[config.mk]
export PLATFORM = sky130hd
export DESIGN_NAME = utf16_latin1_to_utf8_bounded_unit
export DESIGN_NICKNAME = d
export VERILOG_FILES = /design/src/hw/rtl/u16u8b_pkg.sv /design/src/hw/rtl/utf16_latin1_to_utf8_bounded_unit.sv
export SDC_FILE = /design/constraint.sdc
export NUM_CORES = 1
export LEC_CHECK = 0
export ABC_CLOCK_PERIOD_IN_PS = 12400
export BUFFER_PORTS_ARGS = -buffer_cell sky130_fd_sc_hd__buf_2
export CAP_MARGIN = 20
export CELL_PAD_IN_SITES_DETAIL_PLACEMENT = 0
export CELL_PAD_IN_SITES_GLOBAL_PLACEMENT = 1
export CORE_AREA = 2 2 287 289
export DETAILED_ROUTE_END_ITERATION = 12
export DIE_AREA = 0 0 289 291
export PLACE_DENSITY = 0.45
export SLEW_MARGIN = 20
export SYNTH_ARGS = -nofsm -noshare
export SYNTH_HDL_FRONTEND = slang
export SYNTH_SLANG_ARGS = --single-unit
[constraint.sdc]
create_clock -name clk -period 12.4 [get_ports clk]
set_input_delay 1.86 -clock clk [delete_from_list [all_inputs] [get_ports clk]]
set_output_delay 1.86 -clock clk [all_outputs]
set_load 0.02 [all_outputs]
[src/hw/rtl/u16u8b_pkg.sv]
// ----------------------------------------------------------------------------
// u16u8b_pkg
// Shared constants, types and the UTF-8 character encoder.
// ----------------------------------------------------------------------------
`default_nettype none

package u16u8b_pkg;

	// configuration register indexes
	localparam logic CFG_SOURCE_MODE  = 1'b0;
	localparam logic CFG_OUT_CAPACITY = 1'b1;

	// source_mode codes
	localparam logic MODE_UTF16  = 1'b0;
	localparam logic MODE_LATIN1 = 1'b1;

	localparam logic [15:0] SURR_MASK     = 16'hfc00;
	localparam logic [15:0] SURR_ANY_MASK = 16'hf800;
	localparam logic [15:0] SURR_HIGH     = 16'hd800;
	localparam logic [15:0] SURR_LOW      = 16'hdc00;

	localparam logic [20:0] CP_REPLACEMENT = 21'h00fffd;
	localparam logic [20:0] CP_SUPP_BASE   = 21'h010000;

	// one encoded character: len bytes, b[0] goes out first
	typedef struct packed {
		logic [2:0]      len;
		logic [3:0][7:0] b;
	} utf8_char_t;

	function automatic utf8_char_t utf8_encode(input logic [20:0] cp);
		utf8_char_t r;
		r.b = '0;
		if (cp < 21'h000080) begin
			r.len  = 3'd1;
			r.b[0] = cp[7:0];
		end else if (cp < 21'h000800) begin
			r.len  = 3'd2;
			r.b[0] = 8'hc0 | {3'b000, cp[10:6]};
			r.b[1] = 8'h80 | {2'b00, cp[5:0]};
		end else if (cp < CP_SUPP_BASE) begin
			r.len  = 3'd3;
			r.b[0] = 8'he0 | {4'b0000, cp[15:12]};
			r.b[1] = 8'h80 | {2'b00, cp[11:6]};
			r.b[2] = 8'h80 | {2'b00, cp[5:0]};
		end else begin
			r.len  = 3'd4;
			r.b[0] = 8'hf0 | {5'b00000, cp[20:18]};
			r.b[1] = 8'h80 | {2'b00, cp[17:12]};
			r.b[2] = 8'h80 | {2'b00, cp[11:6]};
			r.b[3] = 8'h80 | {2'b00, cp[5:0]};
		end
		return r;
	endfunction

endpackage

`default_nettype wire

[src/hw/rtl/utf16_latin1_to_utf8_bounded_unit.sv]
// ----------------------------------------------------------------------------
// utf16_latin1_to_utf8_bounded_unit
// UTF-16 / Latin-1 to UTF-8 stream encoder with a bounded destination and an
// end-of-string count report.
// ----------------------------------------------------------------------------
// An accepted word is registered in the input register, then converted in one
// pass into the result buffer; a unit loads there as the last word of the one
// before is taken. Output: one word per cycle while m_tready is high; a unit
// causes 0 to 7 result words (up to six bytes and the report, three bytes for
// a typical BMP character). The one-byte result port sets this rate.
// Reset: arst_n clears config, string state and both valid stages at once.
`default_nettype none

module utf16_latin1_to_utf8_bounded_unit
	import u16u8b_pkg::*;
#(
	parameter int COUNT_WIDTH = 32
) (
	input  wire logic        clk,
	input  wire logic        arst_n,

	// configuration
	input  wire logic        cfg_we,
	input  wire logic        cfg_index,
	input  wire logic [31:0] cfg_data,

	// source units
	input  wire logic        s_tvalid,
	output logic             s_tready,
	input  wire logic [15:0] s_tdata,   // [15:0] code_unit
	input  wire logic        s_tuser,   // [0] unit_present
	input  wire logic        s_tlast,   // last_unit

	// UTF-8 bytes and reports
	output logic             m_tvalid,
	input  wire logic        m_tready,
	output logic [71:0]      m_tdata,   // [7:0] out_byte, [39:8] units_read,
	                                    // [71:40] bytes_written
	output logic             m_tuser,   // [0] is_report
	output logic             m_tlast    // run_end
);

	localparam int CW = COUNT_WIDTH;
	localparam int XW = (CW > 32) ? CW : 32;   // room to extend or clip to 32

	// ---------------- configuration ----------------
	logic          mode_q;
	logic [CW-1:0] cap_q;      // capacity, already clipped to the counter range
	logic [XW-1:0] cfg_wide;
	logic [XW-1:0] cnt_max_wide;

	assign cfg_wide     = XW'(cfg_data);
	assign cnt_max_wide = XW'({CW{1'b1}});

	always_ff @(posedge clk or negedge arst_n) begin
		if (!arst_n) begin
			mode_q <= MODE_UTF16;
			cap_q  <= '0;
		end else if (cfg_we) begin
			case (cfg_index)
				CFG_SOURCE_MODE:  mode_q <= cfg_data[0];
				CFG_OUT_CAPACITY: cap_q  <= (cfg_wide > cnt_max_wide) ?
				                            {CW{1'b1}} : cfg_wide[CW-1:0];
				default: ;
			endcase
		end
	end

	// ---------------- input register ----------------
	logic        valid_s1;
	logic [15:0] unit_s1;
	logic        present_s1;
	logic        last_s1;
	logic        load;

	assign s_tready = !valid_s1 || load;

	always_ff @(posedge clk or negedge arst_n) begin
		if (!arst_n) begin
			valid_s1 <= 1'b0;
		end else if (s_tready) begin
			valid_s1 <= s_tvalid;
		end
	end

	always_ff @(posedge clk) begin
		if (s_tvalid && s_tready) begin
			unit_s1    <= s_tdata;
			present_s1 <= s_tuser;
			last_s1    <= s_tlast;
		end
	end

	// ---------------- string state ----------------
	logic [9:0]    held_high_q;
	logic          held_valid_q;
	logic [CW-1:0] rc_q;       // units read
	logic [CW-1:0] wc_q;       // bytes written
	logic          halted_q;

	// ---------------- conversion pass ----------------
	// Up to two characters per unit: the first (c1) and a second one (d),
	// which is either a character from the unit itself or the end flush of
	// a held high surrogate.
	logic          c1_en, c2_en;
	logic [20:0]   c1_cp, c2_cp, d_cp;
	logic [1:0]    c1_units;
	logic          nhv;        // held surrogate after this unit, if c1 fits
	logic [9:0]    nhh;
	logic          is_hi, is_lo, is_surr;
	utf8_char_t    enc1, enc2;
	logic [2:0]    len1_g, len2;
	logic [CW:0]   wc_ext, cap_ext, sum1, sum2;
	logic          fit1, halt1, d_en, fit2, halt2;
	logic [2:0]    nd1, nd2, ndata;
	logic [1:0]    u1_g, uf_g;
	logic [CW-1:0] rc1, rcf, wc_n;
	logic [5:0][7:0] buf_n;

	assign is_hi   = (unit_s1 & SURR_MASK) == SURR_HIGH;
	assign is_lo   = (unit_s1 & SURR_MASK) == SURR_LOW;
	assign is_surr = (unit_s1 & SURR_ANY_MASK) == SURR_HIGH;

	always_comb begin
		c1_en    = 1'b0;
		c1_cp    = CP_REPLACEMENT;
		c1_units = 2'd1;
		c2_en    = 1'b0;
		c2_cp    = CP_REPLACEMENT;
		nhv      = held_valid_q;
		nhh      = held_high_q;
		if (present_s1 && !halted_q) begin
			if (mode_q == MODE_LATIN1) begin
				nhv   = 1'b0;
				c1_en = 1'b1;
				if (held_valid_q) begin
					// stale high surrogate goes out first
					c2_en = 1'b1;
					c2_cp = {13'd0, unit_s1[7:0]};
				end else begin
					c1_cp = {13'd0, unit_s1[7:0]};
				end
			end else if (held_valid_q) begin
				nhv   = 1'b0;
				c1_en = 1'b1;
				if (is_lo) begin
					c1_cp    = CP_SUPP_BASE + {1'b0, held_high_q, unit_s1[9:0]};
					c1_units = 2'd2;
				end else if (is_hi) begin
					nhv = 1'b1;
					nhh = unit_s1[9:0];
				end else if (is_surr) begin
					c2_en = 1'b1;
				end else begin
					c2_en = 1'b1;
					c2_cp = {5'd0, unit_s1};
				end
			end else begin
				if (is_hi) begin
					nhv = 1'b1;
					nhh = unit_s1[9:0];
				end else if (is_surr) begin
					c1_en = 1'b1;
				end else begin
					c1_en = 1'b1;
					c1_cp = {5'd0, unit_s1};
				end
			end
		end
	end

	assign d_cp = c2_en ? c2_cp : CP_REPLACEMENT;
	assign enc1 = utf8_encode(c1_cp);
	assign enc2 = utf8_encode(d_cp);

	assign len1_g  = c1_en ? enc1.len : 3'd0;
	assign len2    = enc2.len;
	assign wc_ext  = {1'b0, wc_q};
	assign cap_ext = {1'b0, cap_q};
	// both fit checks side by side; the second assumes the first fitted
	assign sum1    = wc_ext + (CW+1)'(len1_g);
	assign sum2    = wc_ext + (CW+1)'({1'b0, len1_g} + {1'b0, len2});
	assign fit1    = c1_en && (sum1 <= cap_ext);
	assign halt1   = c1_en && !fit1;
	assign d_en    = !halt1 && (c2_en || (last_s1 && nhv));
	assign fit2    = d_en && (sum2 <= cap_ext);
	assign halt2   = d_en && !fit2;

	assign nd1   = fit1 ? enc1.len : 3'd0;
	assign nd2   = fit2 ? len2 : 3'd0;
	assign ndata = nd1 + nd2;
	assign u1_g  = fit1 ? c1_units : 2'd0;
	assign uf_g  = u1_g + (fit2 ? 2'd1 : 2'd0);
	assign rc1   = rc_q + CW'(u1_g);
	assign rcf   = rc_q + CW'(uf_g);
	assign wc_n  = wc_q + CW'(ndata);

	// lay out the bytes of both characters back to back
	always_comb begin
		logic [2:0] idx;
		for (int k = 0; k < 6; k++) begin
			idx = 3'(k) - nd1;
			if (3'(k) < nd1) begin
				buf_n[k] = enc1.b[2'(k)];
			end else if (idx < 3'd4) begin
				buf_n[k] = enc2.b[idx[1:0]];
			end else begin
				buf_n[k] = 8'h00;
			end
		end
	end

	// ---------------- result buffer ----------------
	logic [5:0][7:0] byte_q;    // remaining data bytes, head at 0
	logic [2:0]      data_q;    // data bytes left
	logic [2:0]      c1_q;      // of those, still from the first character
	logic            rep_q;     // report still to send
	logic [CW-1:0]   units1_q;
	logic [CW-1:0]   unitsf_q;
	logic [CW-1:0]   bw_q;      // bytes_written of the head word
	logic            take;
	logic [CW-1:0]   units_cur;
	logic [XW-1:0]   units_wide, bw_wide;

	assign m_tvalid = (data_q != 3'd0) || rep_q;
	assign m_tuser  = (data_q == 3'd0);
	assign m_tlast  = ((data_q == 3'd1) && !rep_q) || ((data_q == 3'd0) && rep_q);
	assign take     = m_tvalid && m_tready;
	assign load     = valid_s1 && (!m_tvalid || (m_tready && m_tlast));

	assign units_cur  = (c1_q != 3'd0) ? units1_q : unitsf_q;
	assign units_wide = XW'(units_cur);
	assign bw_wide    = XW'(bw_q);
	assign m_tdata    = {bw_wide[31:0], units_wide[31:0],
	                     (data_q != 3'd0) ? byte_q[0] : 8'h00};

	always_ff @(posedge clk or negedge arst_n) begin
		if (!arst_n) begin
			data_q       <= '0;
			c1_q         <= '0;
			rep_q        <= 1'b0;
			held_high_q  <= '0;
			held_valid_q <= 1'b0;
			rc_q         <= '0;
			wc_q         <= '0;
			halted_q     <= 1'b0;
		end else if (load) begin
			data_q <= ndata;
			c1_q   <= nd1;
			rep_q  <= last_s1;
			if (last_s1) begin
				// report closes the string
				held_high_q  <= '0;
				held_valid_q <= 1'b0;
				rc_q         <= '0;
				wc_q         <= '0;
				halted_q     <= 1'b0;
			end else begin
				held_high_q  <= nhh;
				held_valid_q <= nhv && !halt1;
				rc_q         <= rcf;
				wc_q         <= wc_n;
				halted_q     <= halted_q || halt1 || halt2;
			end
		end else if (take) begin
			if (data_q != 3'd0) begin
				data_q <= data_q - 3'd1;
				c1_q   <= (c1_q != 3'd0) ? c1_q - 3'd1 : 3'd0;
			end else begin
				rep_q <= 1'b0;
			end
		end
	end

	always_ff @(posedge clk) begin
		if (load) begin
			byte_q   <= buf_n;
			units1_q <= rc1;
			unitsf_q <= rcf;
			bw_q     <= (ndata != 3'd0) ? wc_q + CW'(1) : wc_q;
		end else if (take && (data_q != 3'd0)) begin
			byte_q <= {8'h00, byte_q[5:1]};
			if (data_q > 3'd1) begin
				bw_q <= bw_q + CW'(1);
			end
		end
	end

	// ---------------- assertions ----------------
	// a halted string never keeps a surrogate waiting
	assert property (@(posedge clk) disable iff (!arst_n)
		halted_q |-> !held_valid_q)
		else $error("held surrogate while halted");

	// every character costs at least one byte per unit read
	assert property (@(posedge clk) disable iff (!arst_n)
		rc_q <= wc_q)
		else $error("units read exceed bytes written");

	// the report is always the final word of its unit
	assert property (@(posedge clk) disable iff (!arst_n)
		(m_tvalid && m_tuser) |-> m_tlast)
		else $error("report not marked as run end");

	// first-character bytes are a prefix of the buffered bytes
	assert property (@(posedge clk) disable iff (!arst_n)
		c1_q <= data_q)
		else $error("first character count beyond buffer");

endmodule

`default_nettype wire
==> impl_results.rst, run 1 <==
.. list-table::
   :header-rows: 1

   * - Metric
     - Value
   * - Result of the run
     - finished clean
   * - Number of H-tree branching levels
     - 2
   * - Count of nets left with antenna violations after detail routing
     - 0
   * - Clock group share of total power
     - 0.243
   * - CP endpoint
     - wc_q[27]$_DFFE_PN0P_
   * - Max-slew headroom
     - 0.245
   * - Start of the worst register-to-register path
     - unit_s1[13]$_DFFE_PP_
   * - Critical path's largest stage delay
     - approximately 0.94 ns
   * - Mean instance size in the synthesized netlist
     - between 9 and 10 um^2
   * - GR peak layer
     - met2
   * - Setup TNS
     - 0 ns
   * - Setup slack, reg-to-reg
     - approximately 1.3 ns
   * - Fraction of met3 tracks used by global routing
     - 0.0247
   * - First-pass iteration count of the detailed router
     - 5
   * - Die span in y
     - 291 um
   * - Net count of the finished layout
     - between 2000 and 2500
   * - Most frequent standard cell in the layout excluding fill and tap cells
     - nand2_1
   * - Met1 Track Usage GR
     - 0.223
   * - Dominant combinational cell family by area after synthesis
     - simple AND/OR/NAND/NOR gates
   * - Drc violations
     - 0
   * - Startpoint Class
     - register
   * - Simple-gate share of the synthesized area
     - 0.179
   * - Data required time of the worst path
     - 12.82 ns
   * - Sum of overflow across all layers after global routing
     - 0
   * - Reg2reg path depth
     - 34
   * - Pin count of the biggest net entering global routing
     - 84
   * - Proportion of synthesized area in mux cells
     - 0.0459
   * - Floorplan core area
     - between 0.08 and 0.09 mm^2
   * - Hold violation total from the final report
     - 0
   * - CTS tree
     - done
   * - Share of power burned in registers
     - 0.347
   * - Final hold slack
     - slightly above 0.5 ns
   * - Post-route minimum period
     - around 11 ns
   * - RSZ-0062 raised after global routing
     - false
   * - Fraction of the yosys area taken by sequential cells
     - 0.423
   * - Slowest stage cell on the critical path
     - o2111ai_1
   * - Worst Hold Launch
     - cap_q[24]$_DFFE_PN0P_
   * - Buffer levels on the longest clock path
     - 3
   * - Effective utilization at floorplan
     - 0.227
   * - Number of enable flip-flop cells after synthesis
     - between 150 and 200
   * - Internal Pwr Total
     - 2.75 mW
   * - Final setup violation count
     - 0
   * - Post-synthesis xor/xnor area fraction
     - 0.0955
   * - Port buffer count
     - roughly 130
   * - Area delta synth->final
     - 16.4%
   * - Static leakage
     - roughly 8.6 nW
   * - Total track usage
     - 0.151
   * - Via count
     - between 10000 and 15000
   * - Antenna violations before repair
     - 5
   * - Critical path class
     - register to register
   * - Cell Area, Synth
     - roughly 0.018 mm^2
   * - Clk_lat worst skew
     - roughly 0.58 ns
   * - Max-cap check violation count
     - 0
   * - Yosys reg bits
     - around 280
   * - Flip-flop cell with the highest count after synthesis
     - edfxtp_1
   * - Post-placement setup slack
     - between 1 and 1.5 ns
   * - Root buffer cell
     - clkbuf_16
   * - Crit end category
     - register
   * - Utilization after layout
     - 0.264
   * - Post-DP HPWL
     - slightly below 50 mm
   * - Total Die Area
     - about 0.084 mm^2
   * - PwrDens
     - approximately 220 mW/mm^2
   * - Synth unique cells
     - 89
   * - # resized after CTS
     - 0
   * - Commonest non-fill, non-tap cells in the layout
     - nand2_1 (194), nor2_1 (182), edfxtp_1 (162)
   * - Vias in the first global route
     - approximately 15000
   * - Slew at the pin closest to its max-slew limit
     - 1.13 ns
   * - Peak Freq
     - ~90 MHz
   * - Proportion of total power due to net switching
     - 0.414
   * - Yosys synthesis warning count
     - 0
   * - Number of clock buffers inserted by TritonCTS
     - 39
   * - Ratio of cells with drive above 1 in the final layout
     - 0.154
   * - Final Skew
     - approximately 0.038 ns
   * - Hold bufs inserted after CTS
     - 0
   * - GR Util met2
     - 0.230
   * - Post-CTS setup buffers
     - 0
   * - Net switching power
     - 1.94 mW
   * - Total number of placement rows
     - ~110
   * - Worst vdd rail ir drop
     - between 0.09 and 0.1 mV
   * - Arrival @ worst endpoint
     - 11.55 ns
   * - Power share of the combinational group
     - 0.409
   * - Fraction of the mapped netlist area in compound gates
     - 0.143
   * - First-pass GRT wire length
     - ~97 mm
   * - Routed Wire Length
     - ~64 mm
   * - DRC marker count from the first detailed-route iteration
     - about 1100
   * - Terminus of the critical flop-to-flop path
     - wc_q[27]$_DFFE_PN0P_
   * - Fraction of the mapped netlist area in adder cells
     - 0.0706
   * - Via count normalized by instance count
     - approximately 4.8
   * - Count of pins on the block boundary
     - roughly 130
   * - Crit path setup slack, layout
     - about 1.3 ns
   * - Mapped Nets
     - around 2100
   * - Final worst path period share
     - 0.898
   * - Gp weighted congestion
     - ~0.87
   * - Worst hold path type
     - register to register
   * - Ys async rst share
     - 0.419
   * - Total power consumption of the routed design
     - 4.69 mW
   * - Biggest fanout along the worst timing path
     - 12
   * - Gate count after technology mapping
     - 1933
   * - Routed WL per cell
     - 20.6 um
   * - Horizontal extent of the die
     - 289 um
   * - Clock-pin slew on the worst setup and hold paths
     - 0.05 ns
   * - Total count of max-transition violations in the final report
     - 0
   * - Launching instance or port of the critical path
     - unit_s1[13]$_DFFE_PP_
   * - # clock sinks
     - around 280
[worst max-delay path, delay by kind of cell, from the launching register on]
| family | cells | cell delay [ns] |
|---|---|---|
| AND/OR/NAND/NOR | 12 | 3.68 |
| AO/OA/AOI/OAI | 11 | 3.38 |
| adder cells (fa/ha/maj) | 7 | 2.48 |
| buffers and inverters | 2 | 0.70 |
| flip-flops | 1 | 0.45 |
| XOR/XNOR | 2 | 0.28 |
[worst min-delay path by stage]
stage	to	slack, ns	depth (start not counted)
3_5_place_dp	cap_q[26]$_DFFE_PN0P_	0.49	1
3_3_place_gp	cap_q[31]$_DFFE_PN0P_	0.49	1
6_report	cap_q[24]$_DFFE_PN0P_	0.50	1
2_1_floorplan	held_high_q[3]$_DFFE_PN0P_	0.47	1
5_1_grt	cap_q[24]$_DFFE_PN0P_	0.52	1
4_1_cts	cap_q[26]$_DFFE_PN0P_	0.51	1
[cells in the mapped netlist, types with 5 or more instances]
library cell / n / area (um^2)
nand2_1: 195 / 732
nor2_1: 183 / 687
edfxtp_1: 162 / 4860
dfrtp_1: 117 / 2930
xnor2_1: 112 / 981
o21ai_0: 102 / 510
ha_1: 92 / 1150
xor2_1: 89 / 780
a21oi_1: 87 / 435
clkbuf_1: 87 / 327
inv_1: 73 / 274
mux2_2: 64 / 721
nand3_1: 62 / 310
nor3_1: 46 / 230
nand4_1: 45 / 282
a22o_1: 30 / 263
and3_1: 30 / 188
nor2b_1: 23 / 144
or3_1: 23 / 144
a21o_1: 22 / 165
and2_1: 18 / 113
buf_2: 18 / 90.1
a31oi_1: 17 / 106
o22ai_1: 13 / 81.3
o31ai_1: 13 / 97.6
and4_1: 10 / 87.6
nand2b_1: 10 / 62.6
nor4_1: 10 / 62.6
buf_1: 9 / 33.8
o21a_1: 9 / 67.6
o21ai_1: 9 / 45.0
a211oi_1: 8 / 60.1
mux2i_1: 8 / 80.1
o211ai_1: 8 / 60.1
fa_1: 7 / 140
a211o_1: 6 / 52.6
o221ai_1: 6 / 52.6
a221oi_1: 5 / 43.8
a31o_2: 5 / 43.8
buf_4: 5 / 37.5
or2_2: 5 / 31.3
[power groups by stage]
stage	clock network, mW	registers (mW)	logic, mW
final	1.14	1.63	1.92
after global routing	1.22	1.67	2.13
after CTS	1.19	1.64	1.94
after detailed placement	0	1.65	1.93
after global placement	0	1.65	1.94
after floorplan	0	1.65	1.22
[kinds of logic after synthesis]
group,after synthesis
flip-flops,279
XOR/XNOR,201
buffers and inverters,199
adder cells (fa/ha/maj),100
AND/OR/NAND/NOR,684
AO/OA/AOI/OAI,395
multiplexers,75
[metrics by stage]
| step | cells | cell area (um^2) |
|---|---|---|
| final | 3107 | 21400 |
| after detailed placement | 3032 | 20100 |
| after global routing | 3107 | 21400 |
| after CTS | 3104 | 21400 |
| after floorplan | 1933 | 18400 |
| after global placement | 3032 | 20100 |
[registers in the layout, summed over array words and instances (netlist names), 3 cells and up]
name         count
wc_q            32
c1_q             3
bw_q            32
byte_q          48
held_high_q     10
data_q           3
cap_q           32
units1_q        32
rc_q            32
unitsf_q        32
unit_s1         16
[final cells by class]
cell class                      instances  area (um^2)
Antenna cell                            2         5.00
Clock buffer                           62         1150
Clock inverter                         10          168
Fill cell                            8690        59700
Inverter                               78          300
Multi-Input combinational cell       1455         9860
Sequential cell                       279         7790
Tap cell                             1070         1340
Timing Repair Buffer                  151          828
[routing by layer]
layer / part of all wire / vias up / wire length, um
met5: 0.00036 / - / 23
met4: 0.020 / 4 / 1280
met3: 0.050 / 81 / 3200
met2: 0.44 / 388 / 28100
met1: 0.49 / 7273 / 31500
li1: - / 7083 / -
Note: power is estimated with default switching activity, not from simulation.
==> run 2, diff against run 1 <==
Settings changed: BUFFER_PORTS_ARGS -buffer_cell sky130_fd_sc_hd__buf_2 to not set, DONT_BUFFER_PORTS set to 1, PLACE_DENSITY 0.45 to 0.44.
==> run 2 against run 1 <==
Cell count decreased by 4.2%; non-clock buffer count down 133; wire length increased by 1.4%; sequential power is 6% higher; largest power group is now registers; sequential share of layout area increased by 1.1 points; setup slack better by 0.80 ns; critical path type unchanged; core utilization fell by 0.80 points.
==> impl_results.rst, run 2 (synthesis gave the netlist of run 1 again) <==
.. list-table::
   :header-rows: 1

   * - Metric
     - Value
   * - Result of the run
     - finished clean
   * - Drc violations
     - 0 (unchanged)
   * - Final setup violation count
     - 0 (unchanged)
   * - First-pass iteration count of the detailed router
     - 7 (+2)
   * - Count of nets left with antenna violations after detail routing
     - 0 (unchanged)
   * - Setup TNS
     - 0 ns (unchanged)
   * - Antenna violations before repair
     - 7 (+2)
   * - Arrival @ worst endpoint
     - 10.83 ns (-0.72 ns)
   * - Final Skew
     - 0.0296 ns (-0.00857 ns)
   * - Share of power burned in registers
     - 0.376 (+0.029)
   * - RSZ-0062 raised after global routing
     - false
   * - Clock group share of total power
     - 0.253 (+0.010)
   * - Count of pins on the block boundary
     - 132 (unchanged)
   * - Floorplan core area
     - 0.0812 mm^2 (unchanged)
   * - Critical path's largest stage delay
     - 0.82 ns (-0.12 ns)
   * - Most frequent standard cell in the layout excluding fill and tap cells
     - nand2_1
   * - Power share of the combinational group
     - 0.371 (-0.038)
   * - Post-CTS setup buffers
     - 0 (unchanged)
   * - Crit end category
     - register
   * - Total track usage
     - 0.153 (+0.00153)
   * - Total number of placement rows
     - 105 (unchanged)
   * - Die span in y
     - 291 um (unchanged)
   * - Routed WL per cell
     - 21.8 um (+5.9%)
   * - Final worst path period share
     - 0.834 (-0.0641)
   * - Utilization after layout
     - 0.256 (-0.00804)
   * - Commonest non-fill, non-tap cells in the layout
     - nand2_1 (194), nor2_1 (182), edfxtp_1 (162)
   * - Internal Pwr Total
     - 2.65 mW (-3.7%)
   * - Area taken by flip-flops and latches
     - 0.00779 mm^2 (unchanged)
   * - Worst hold path type
     - register to register
   * - Routed Wire Length
     - 64.9 mm (+1.4%)
   * - Hold bufs inserted after CTS
     - 0 (unchanged)
   * - Total area of multi-input combinational cells
     - 0.00986 mm^2 (about the same)
   * - Flip-flop count of the largest register, all copies and words added
     - 48 (unchanged)
   * - Post-route minimum period
     - 10.34 ns (-0.795 ns)
   * - Proportion of total power due to net switching
     - 0.423 (+0.00874)
   * - Startpoint Class
     - register
   * - # resized after CTS
     - 0 (unchanged)
   * - Static leakage
     - 8.09 nW (-6.1%)
   * - First-pass GRT wire length
     - 97.3 mm (+0.24%)
   * - Sum of overflow across all layers after global routing
     - 0 (unchanged)
   * - Number of H-tree branching levels
     - 2 (unchanged)
   * - Dominant cell type by count on the critical path
     - ha_1
   * - Net count of the finished layout
     - 2026 (-6.2%)
   * - Effective utilization at floorplan
     - 0.227 (unchanged)
   * - Count of placed standard cells including taps
     - 2899 (-4.4%)
   * - Max-cap check violation count
     - 0 (unchanged)
   * - Vias in the first global route
     - 14700 (-1.4%)
   * - Most flop-heavy register
     - byte_q
   * - CTS tree
     - done
   * - Slew at the pin closest to its max-slew limit
     - 1.02 ns (-0.109 ns)
   * - Peak Freq
     - 96.7 MHz (+7.7%)
   * - Worst vdd rail ir drop
     - 0.109 mV (+13%)
   * - Root buffer cell
     - clkbuf_16
   * - Total count of max-transition violations in the final report
     - 0 (unchanged)
   * - Net switching power
     - 1.94 mW (-0.14%)
   * - Clock-pin slew on the worst setup and hold paths
     - 0.06 ns (about the same)
   * - Horizontal extent of the die
     - 289 um (unchanged)
   * - Port buffer count
     - 0 (-100%)
   * - Ratio of cells with drive above 1 in the final layout
     - 0.0999 (-0.0544)
   * - Post-DP HPWL
     - 48.2 mm (+0.13%)
   * - Biggest fanout along the worst timing path
     - 8 (-4)
   * - Number of clock buffers inserted by TritonCTS
     - 39 (unchanged)
   * - Via count normalized by instance count
     - 4.80 (+0.51%)
   * - PwrDens
     - 221 mW/mm^2 (+0.86%)
   * - Final Non-Filler Cells
     - 2975 (-4.2%)
   * - Buffer levels on the longest clock path
     - 3 (unchanged)
   * - Filler cells
     - 8769 (+0.91%)
   * - Pin count of the biggest net entering global routing
     - 118 (+40%)
   * - Hold violation total from the final report
     - 0 (unchanged)
   * - Total Die Area
     - 0.0841 mm^2 (unchanged)
   * - Gp weighted congestion
     - 0.829 (-4.4%)
   * - # clock sinks
     - 279 (unchanged)
   * - Data required time of the worst path
     - 12.89 ns (+0.07 ns)
   * - Max-slew headroom
     - 0.317 (+0.0725)
   * - DRC marker count from the first detailed-route iteration
     - 1000 (-5.1%)
   * - Clk_lat worst skew
     - 0.59 ns (about the same)
   * - Final hold slack
     - 0.506 ns (+0.00280 ns)
   * - Critical path class
     - register to register
   * - Area delta synth->final
     - 12.8%
   * - Slowest stage cell on the critical path
     - o311ai_1
   * - Via count
     - 14300 (-3.8%)
-- run 2: changes by cell type in the layout (fill, tap and decap cells not counted), moves of 2 or more --
| cell | before | now |
|---|---|---|
| clkinvlp_4 | 0 | 3 |
| buf_2 | 130 | 0 |
| clkinv_2 | 3 | 8 |
| clkinv_1 | 3 | 5 |
| buf_4 | 20 | 17 |
| clkbuf_1 | 15 | 5 |
-- run 2: power groups by stage --
stage	logic, mW	registers, mW	clock network (mW)
2_1_floorplan	1.22	1.65	0
3_3_place_gp	1.71	1.74	0
5_1_grt	1.89	1.77	1.23
4_1_cts	1.72	1.73	1.20
6_report	1.70	1.73	1.16
3_5_place_dp	1.71	1.75	0
-- run 2: critical path, delay by kind of cell, from the launching register on --
family | cells | cell delay [ns]
AND/OR/NAND/NOR | 12 | 4.10
AO/OA/AOI/OAI | 12 | 2.78
adder cells (fa/ha/maj) | 8 | 2.40
flip-flops | 1 | 0.45
buffers and inverters | 3 | 0.35
XOR/XNOR | 1 | 0.16
-- run 2: layout make-up --
cell class / instances / area share
repair buffers: 18 / 0.00746
flip-flops and latches: 279 / 0.375
multi-input cells: 1455 / 0.474
diodes: 3 / 0.000361
inverters: 78 / 0.0146
clock buffers: 53 / 0.0543
well taps: 1070 / 0.0644
clock inverters: 19 / 0.00981
-- run 2: path summary, 6_finish.rpt --
check / startpoint / endpoint / slack [ns] / cells after the start
setup / recovery: held_high_q[6]$_DFFE_PN0P_ / wc_q[23]$_DFFE_PN0P_ / 2.06 / 36
min in group asynchronous: arst_n / cap_q[1]$_DFFE_PN0P_ / 0.99 / 0
hold reg to reg: cap_q[21]$_DFFE_PN0P_ / cap_q[21]$_DFFE_PN0P_ / 0.51 / 1
hold / removal: cap_q[21]$_DFFE_PN0P_ / cap_q[21]$_DFFE_PN0P_ / 0.51 / 1
setup reg to reg: held_high_q[6]$_DFFE_PN0P_ / wc_q[23]$_DFFE_PN0P_ / 2.06 / 36
max in group asynchronous: arst_n / rc_q[3]$_DFFE_PN0P_ / 11.13 / 0
-- run 2: stage by stage --
stage | instance area [um^2] | setup slack, ns | power, mW
3_5_place_dp | 19400 | 2.19 | 3.46
4_1_cts | 20800 | 2.12 | 4.65
6_report | 20800 | 2.06 | 4.59
3_3_place_gp | 19400 | 2.01 | 3.45
5_1_grt | 20800 | 1.30 | 4.89
2_1_floorplan | 18400 | 3.94 | 2.87
-- run 2: routing by layer --
metal / global-route usage / vias up / wire (um)
met5: 0 / - / 65
met4: 0.0390 / 10 / 1410
met3: 0.0317 / 87 / 3610
met2: 0.229 / 358 / 28100
met1: 0.221 / 6992 / 31700
li1: - / 6824 / -
==> run 3, diff against run 2 <==
Settings changed: ABC_CLOCK_PERIOD_IN_PS 12400 to 8600, PLACE_DENSITY 0.44 to 0.45.
Clock period 12.4 ns to 8.6 ns, I/O delays scaled along.
==> run 3 against run 2 <==
Cell area up 2.9%; core utilization grew 0.76 points; clock power is 39% higher; via count increased by 2.0%; non-clock buffer count grew 71; fmax rose by 28%; total power increased by 44%; first-iteration DRC count decreased by 18%; combinational power grew 48%; largest cell class unchanged; largest power group is now combinational cells.
==> impl_results.rst, run 3 (synthesis gave the netlist of run 1 again) <==
.. list-table::
   :header-rows: 1

   * - Metric
     - Value
   * - Result of the run
     - finished clean
   * - Total Die Area
     - 0.0841 mm^2 (unchanged)
   * - Cell area after placement
     - 0.0199 mm^2 (+2.4%)
   * - Most flop-heavy register
     - byte_q
   * - Filler cells
     - 8688 (-0.92%)
   * - Antenna violations before repair
     - 6 (-1)
   * - Ratio of cells with drive above 1 in the final layout
     - 0.139 (+0.0392)
   * - Crit end category
     - register
   * - Area delta synth->final
     - 16.2%
   * - Vias in the first global route
     - 14600 (-0.26%)
   * - CTS tree
     - done
   * - Count of pins on the block boundary
     - 132 (unchanged)
   * - Startpoint Class
     - register
   * - Drc violations
     - 0 (unchanged)
   * - Slowest stage cell on the critical path
     - fa_1
   * - Pin count of the biggest net entering global routing
     - 118 (unchanged)
   * - Post-route minimum period
     - 8.09 ns (-2.24 ns)
   * - Total track usage
     - 0.153 (about the same)
   * - DRC marker count from the first detailed-route iteration
     - 818 (-18%)
   * - First-pass GRT wire length
     - 97.8 mm (+0.46%)
   * - Dominant cell type by count on the critical path
     - ha_1
   * - Horizontal extent of the die
     - 289 um (unchanged)
   * - Peak Freq
     - 124 MHz (+28%)
   * - Net count of the finished layout
     - 2096 (+3.5%)
   * - Routed WL per cell
     - 21.3 um (-2.3%)
   * - Floorplan core area
     - 0.0812 mm^2 (unchanged)
   * - Flip-flop count of the largest register, all copies and words added
     - 48 (unchanged)
   * - Port buffer count
     - 0 (unchanged)
   * - Count of nets left with antenna violations after detail routing
     - 0 (unchanged)
   * - Max-cap check violation count
     - 0 (unchanged)
   * - # clock sinks
     - 279 (unchanged)
   * - Total number of placement rows
     - 105 (unchanged)
   * - Final hold slack
     - 0.406 ns (-0.0997 ns)
   * - Data required time of the worst path
     - 8.89 ns (-4.00 ns)
   * - PwrDens
     - 309 mW/mm^2 (+40%)
   * - Via count
     - 14600 (+2.0%)
   * - Hold violation total from the final report
     - 0 (unchanged)
   * - Slew at the pin closest to its max-slew limit
     - 1.07 ns (+0.0455 ns)
   * - Critical path class
     - register to register
   * - Max-slew headroom
     - 0.283 (-0.0344)
   * - Commonest non-fill, non-tap cells in the layout
     - nand2_1 (194), nor2_1 (178), edfxtp_1 (162)
   * - Post-DP HPWL
     - 48.7 mm (+0.98%)
   * - Final setup violation count
     - 0 (unchanged)
   * - Die span in y
     - 291 um (unchanged)
   * - Total power consumption of the routed design
     - 6.61 mW (+44%)
   * - Via count normalized by instance count
     - 4.78 (-0.36%)
   * - Final Skew
     - 0.0359 ns (+0.00634 ns)
   * - Worst hold path type
     - primary input to asynchronous set/reset pin
   * - Biggest fanout along the worst timing path
     - 16 (+8)
   * - Buffer levels on the longest clock path
     - 3 (unchanged)
   * - Clk_lat worst skew
     - 0.59 ns (about the same)
   * - Number of clock buffers inserted by TritonCTS
     - 38 (-2.6%)
   * - Gp weighted congestion
     - 0.834 (+0.55%)
   * - Finished Cell Area
     - 0.0214 mm^2 (+2.9%)
   * - Sum of overflow across all layers after global routing
     - 0 (unchanged)
   * - Routed Wire Length
     - 65.0 mm (about the same)
   * - RSZ-0062 raised after global routing
     - false
   * - Most frequent standard cell in the layout excluding fill and tap cells
     - nand2_1
   * - Worst vdd rail ir drop
     - 0.160 mV (+47%)
   * - Arrival @ worst endpoint
     - 8.38 ns (-2.45 ns)
   * - Root buffer cell
     - clkbuf_16
   * - Effective utilization at floorplan
     - 0.227 (unchanged)
   * - Clock-pin slew on the worst setup and hold paths
     - 0.06 ns (about the same)
   * - Static leakage
     - 8.42 nW (+4.1%)
   * - Utilization after layout
     - 0.264 (+0.00755)
   * - Critical path's largest stage delay
     - 0.49 ns (-0.33 ns)
   * - Final worst path period share
     - 0.941 (+0.107)
   * - First-pass iteration count of the detailed router
     - 5 (-2)
   * - Total count of max-transition violations in the final report
     - 0 (unchanged)
   * - Number of H-tree branching levels
     - 2 (unchanged)
-- run 3: metrics by stage --
step | setup slack [ns] | setup TNS [ns] | instances
2_1_floorplan | 0.142 | 0 | 1933
3_3_place_gp | -0.283 | -5.83 | 2962
3_5_place_dp | -0.408 | -10.47 | 2962
4_1_cts | 0.0531 | 0 | 3031
5_1_grt | 0.0130 | 0 | 3042
6_report | 0.506 | 0 | 3045
-- run 3: final timing paths --
check / to / slack [ns] / start / depth (start not counted)
setup / recovery: bw_q[16]$_DFFE_PP_ / 0.51 / held_high_q[7]$_DFFE_PN0P_ / 32
hold / removal: cap_q[25]$_DFFE_PN0P_ / 0.41 / arst_n / 0
setup reg to reg: bw_q[16]$_DFFE_PP_ / 0.51 / held_high_q[7]$_DFFE_PN0P_ / 32
hold reg to reg: cap_q[11]$_DFFE_PN0P_ / 0.50 / cap_q[11]$_DFFE_PN0P_ / 1
max in group asynchronous: rc_q[31]$_DFFE_PN0P_ / 7.93 / arst_n / 0
min in group clk: cap_q[11]$_DFFE_PN0P_ / 0.50 / cap_q[11]$_DFFE_PN0P_ / 1
-- run 3: routing by layer --
metal | up-vias | part of all wire | track usage
met2 | 333 | 0.44 | 0.235
met5 | - | 0.00057 | 0
met3 | 76 | 0.062 | 0.0335
li1 | 6946 | - | -
met1 | 7193 | 0.48 | 0.218
met4 | 6 | 0.018 | 0.0332
-- run 3: what timing repair did --
action / CTS / global route
setup buffers: 0 / 6
gates cloned: 0 / 0
hold buffers: 0 / 0
gates resized for setup: 9 / 23
endpoints found under the hold margin: 0 / 0
pin swaps: 2 / 5
setup endpoints to repair: 76 / 108
-- run 3: cell type report --
type                    count  area, um^2  share of cell area
clock inverters            17         181             0.00848
multi-input cells        1455       10000               0.467
diodes                      5        12.5            0.000585
inverters                  78         300              0.0140
well taps                1070        1340              0.0625
clock buffers              52        1070              0.0502
repair buffers             89         699              0.0327
flip-flops and latches    279        7790               0.364
-- run 3: worst max-delay path, delay by kind of cell, from the launching register on --
family,cells,cell delay [ns]
adder cells (fa/ha/maj),7,2.30
AND/OR/NAND/NOR,11,1.99
AO/OA/AOI/OAI,7,1.74
XOR/XNOR,2,0.56
buffers and inverters,4,0.41
flip-flops,1,0.41
multiplexers,1,0.39
-- run 3: where the power goes --
group	internal (mW)	switching [mW]	leakage, nW
clock network	0.946	0.662	0.607
logic	0.816	1.71	4.71
registers	2.07	0.410	3.11
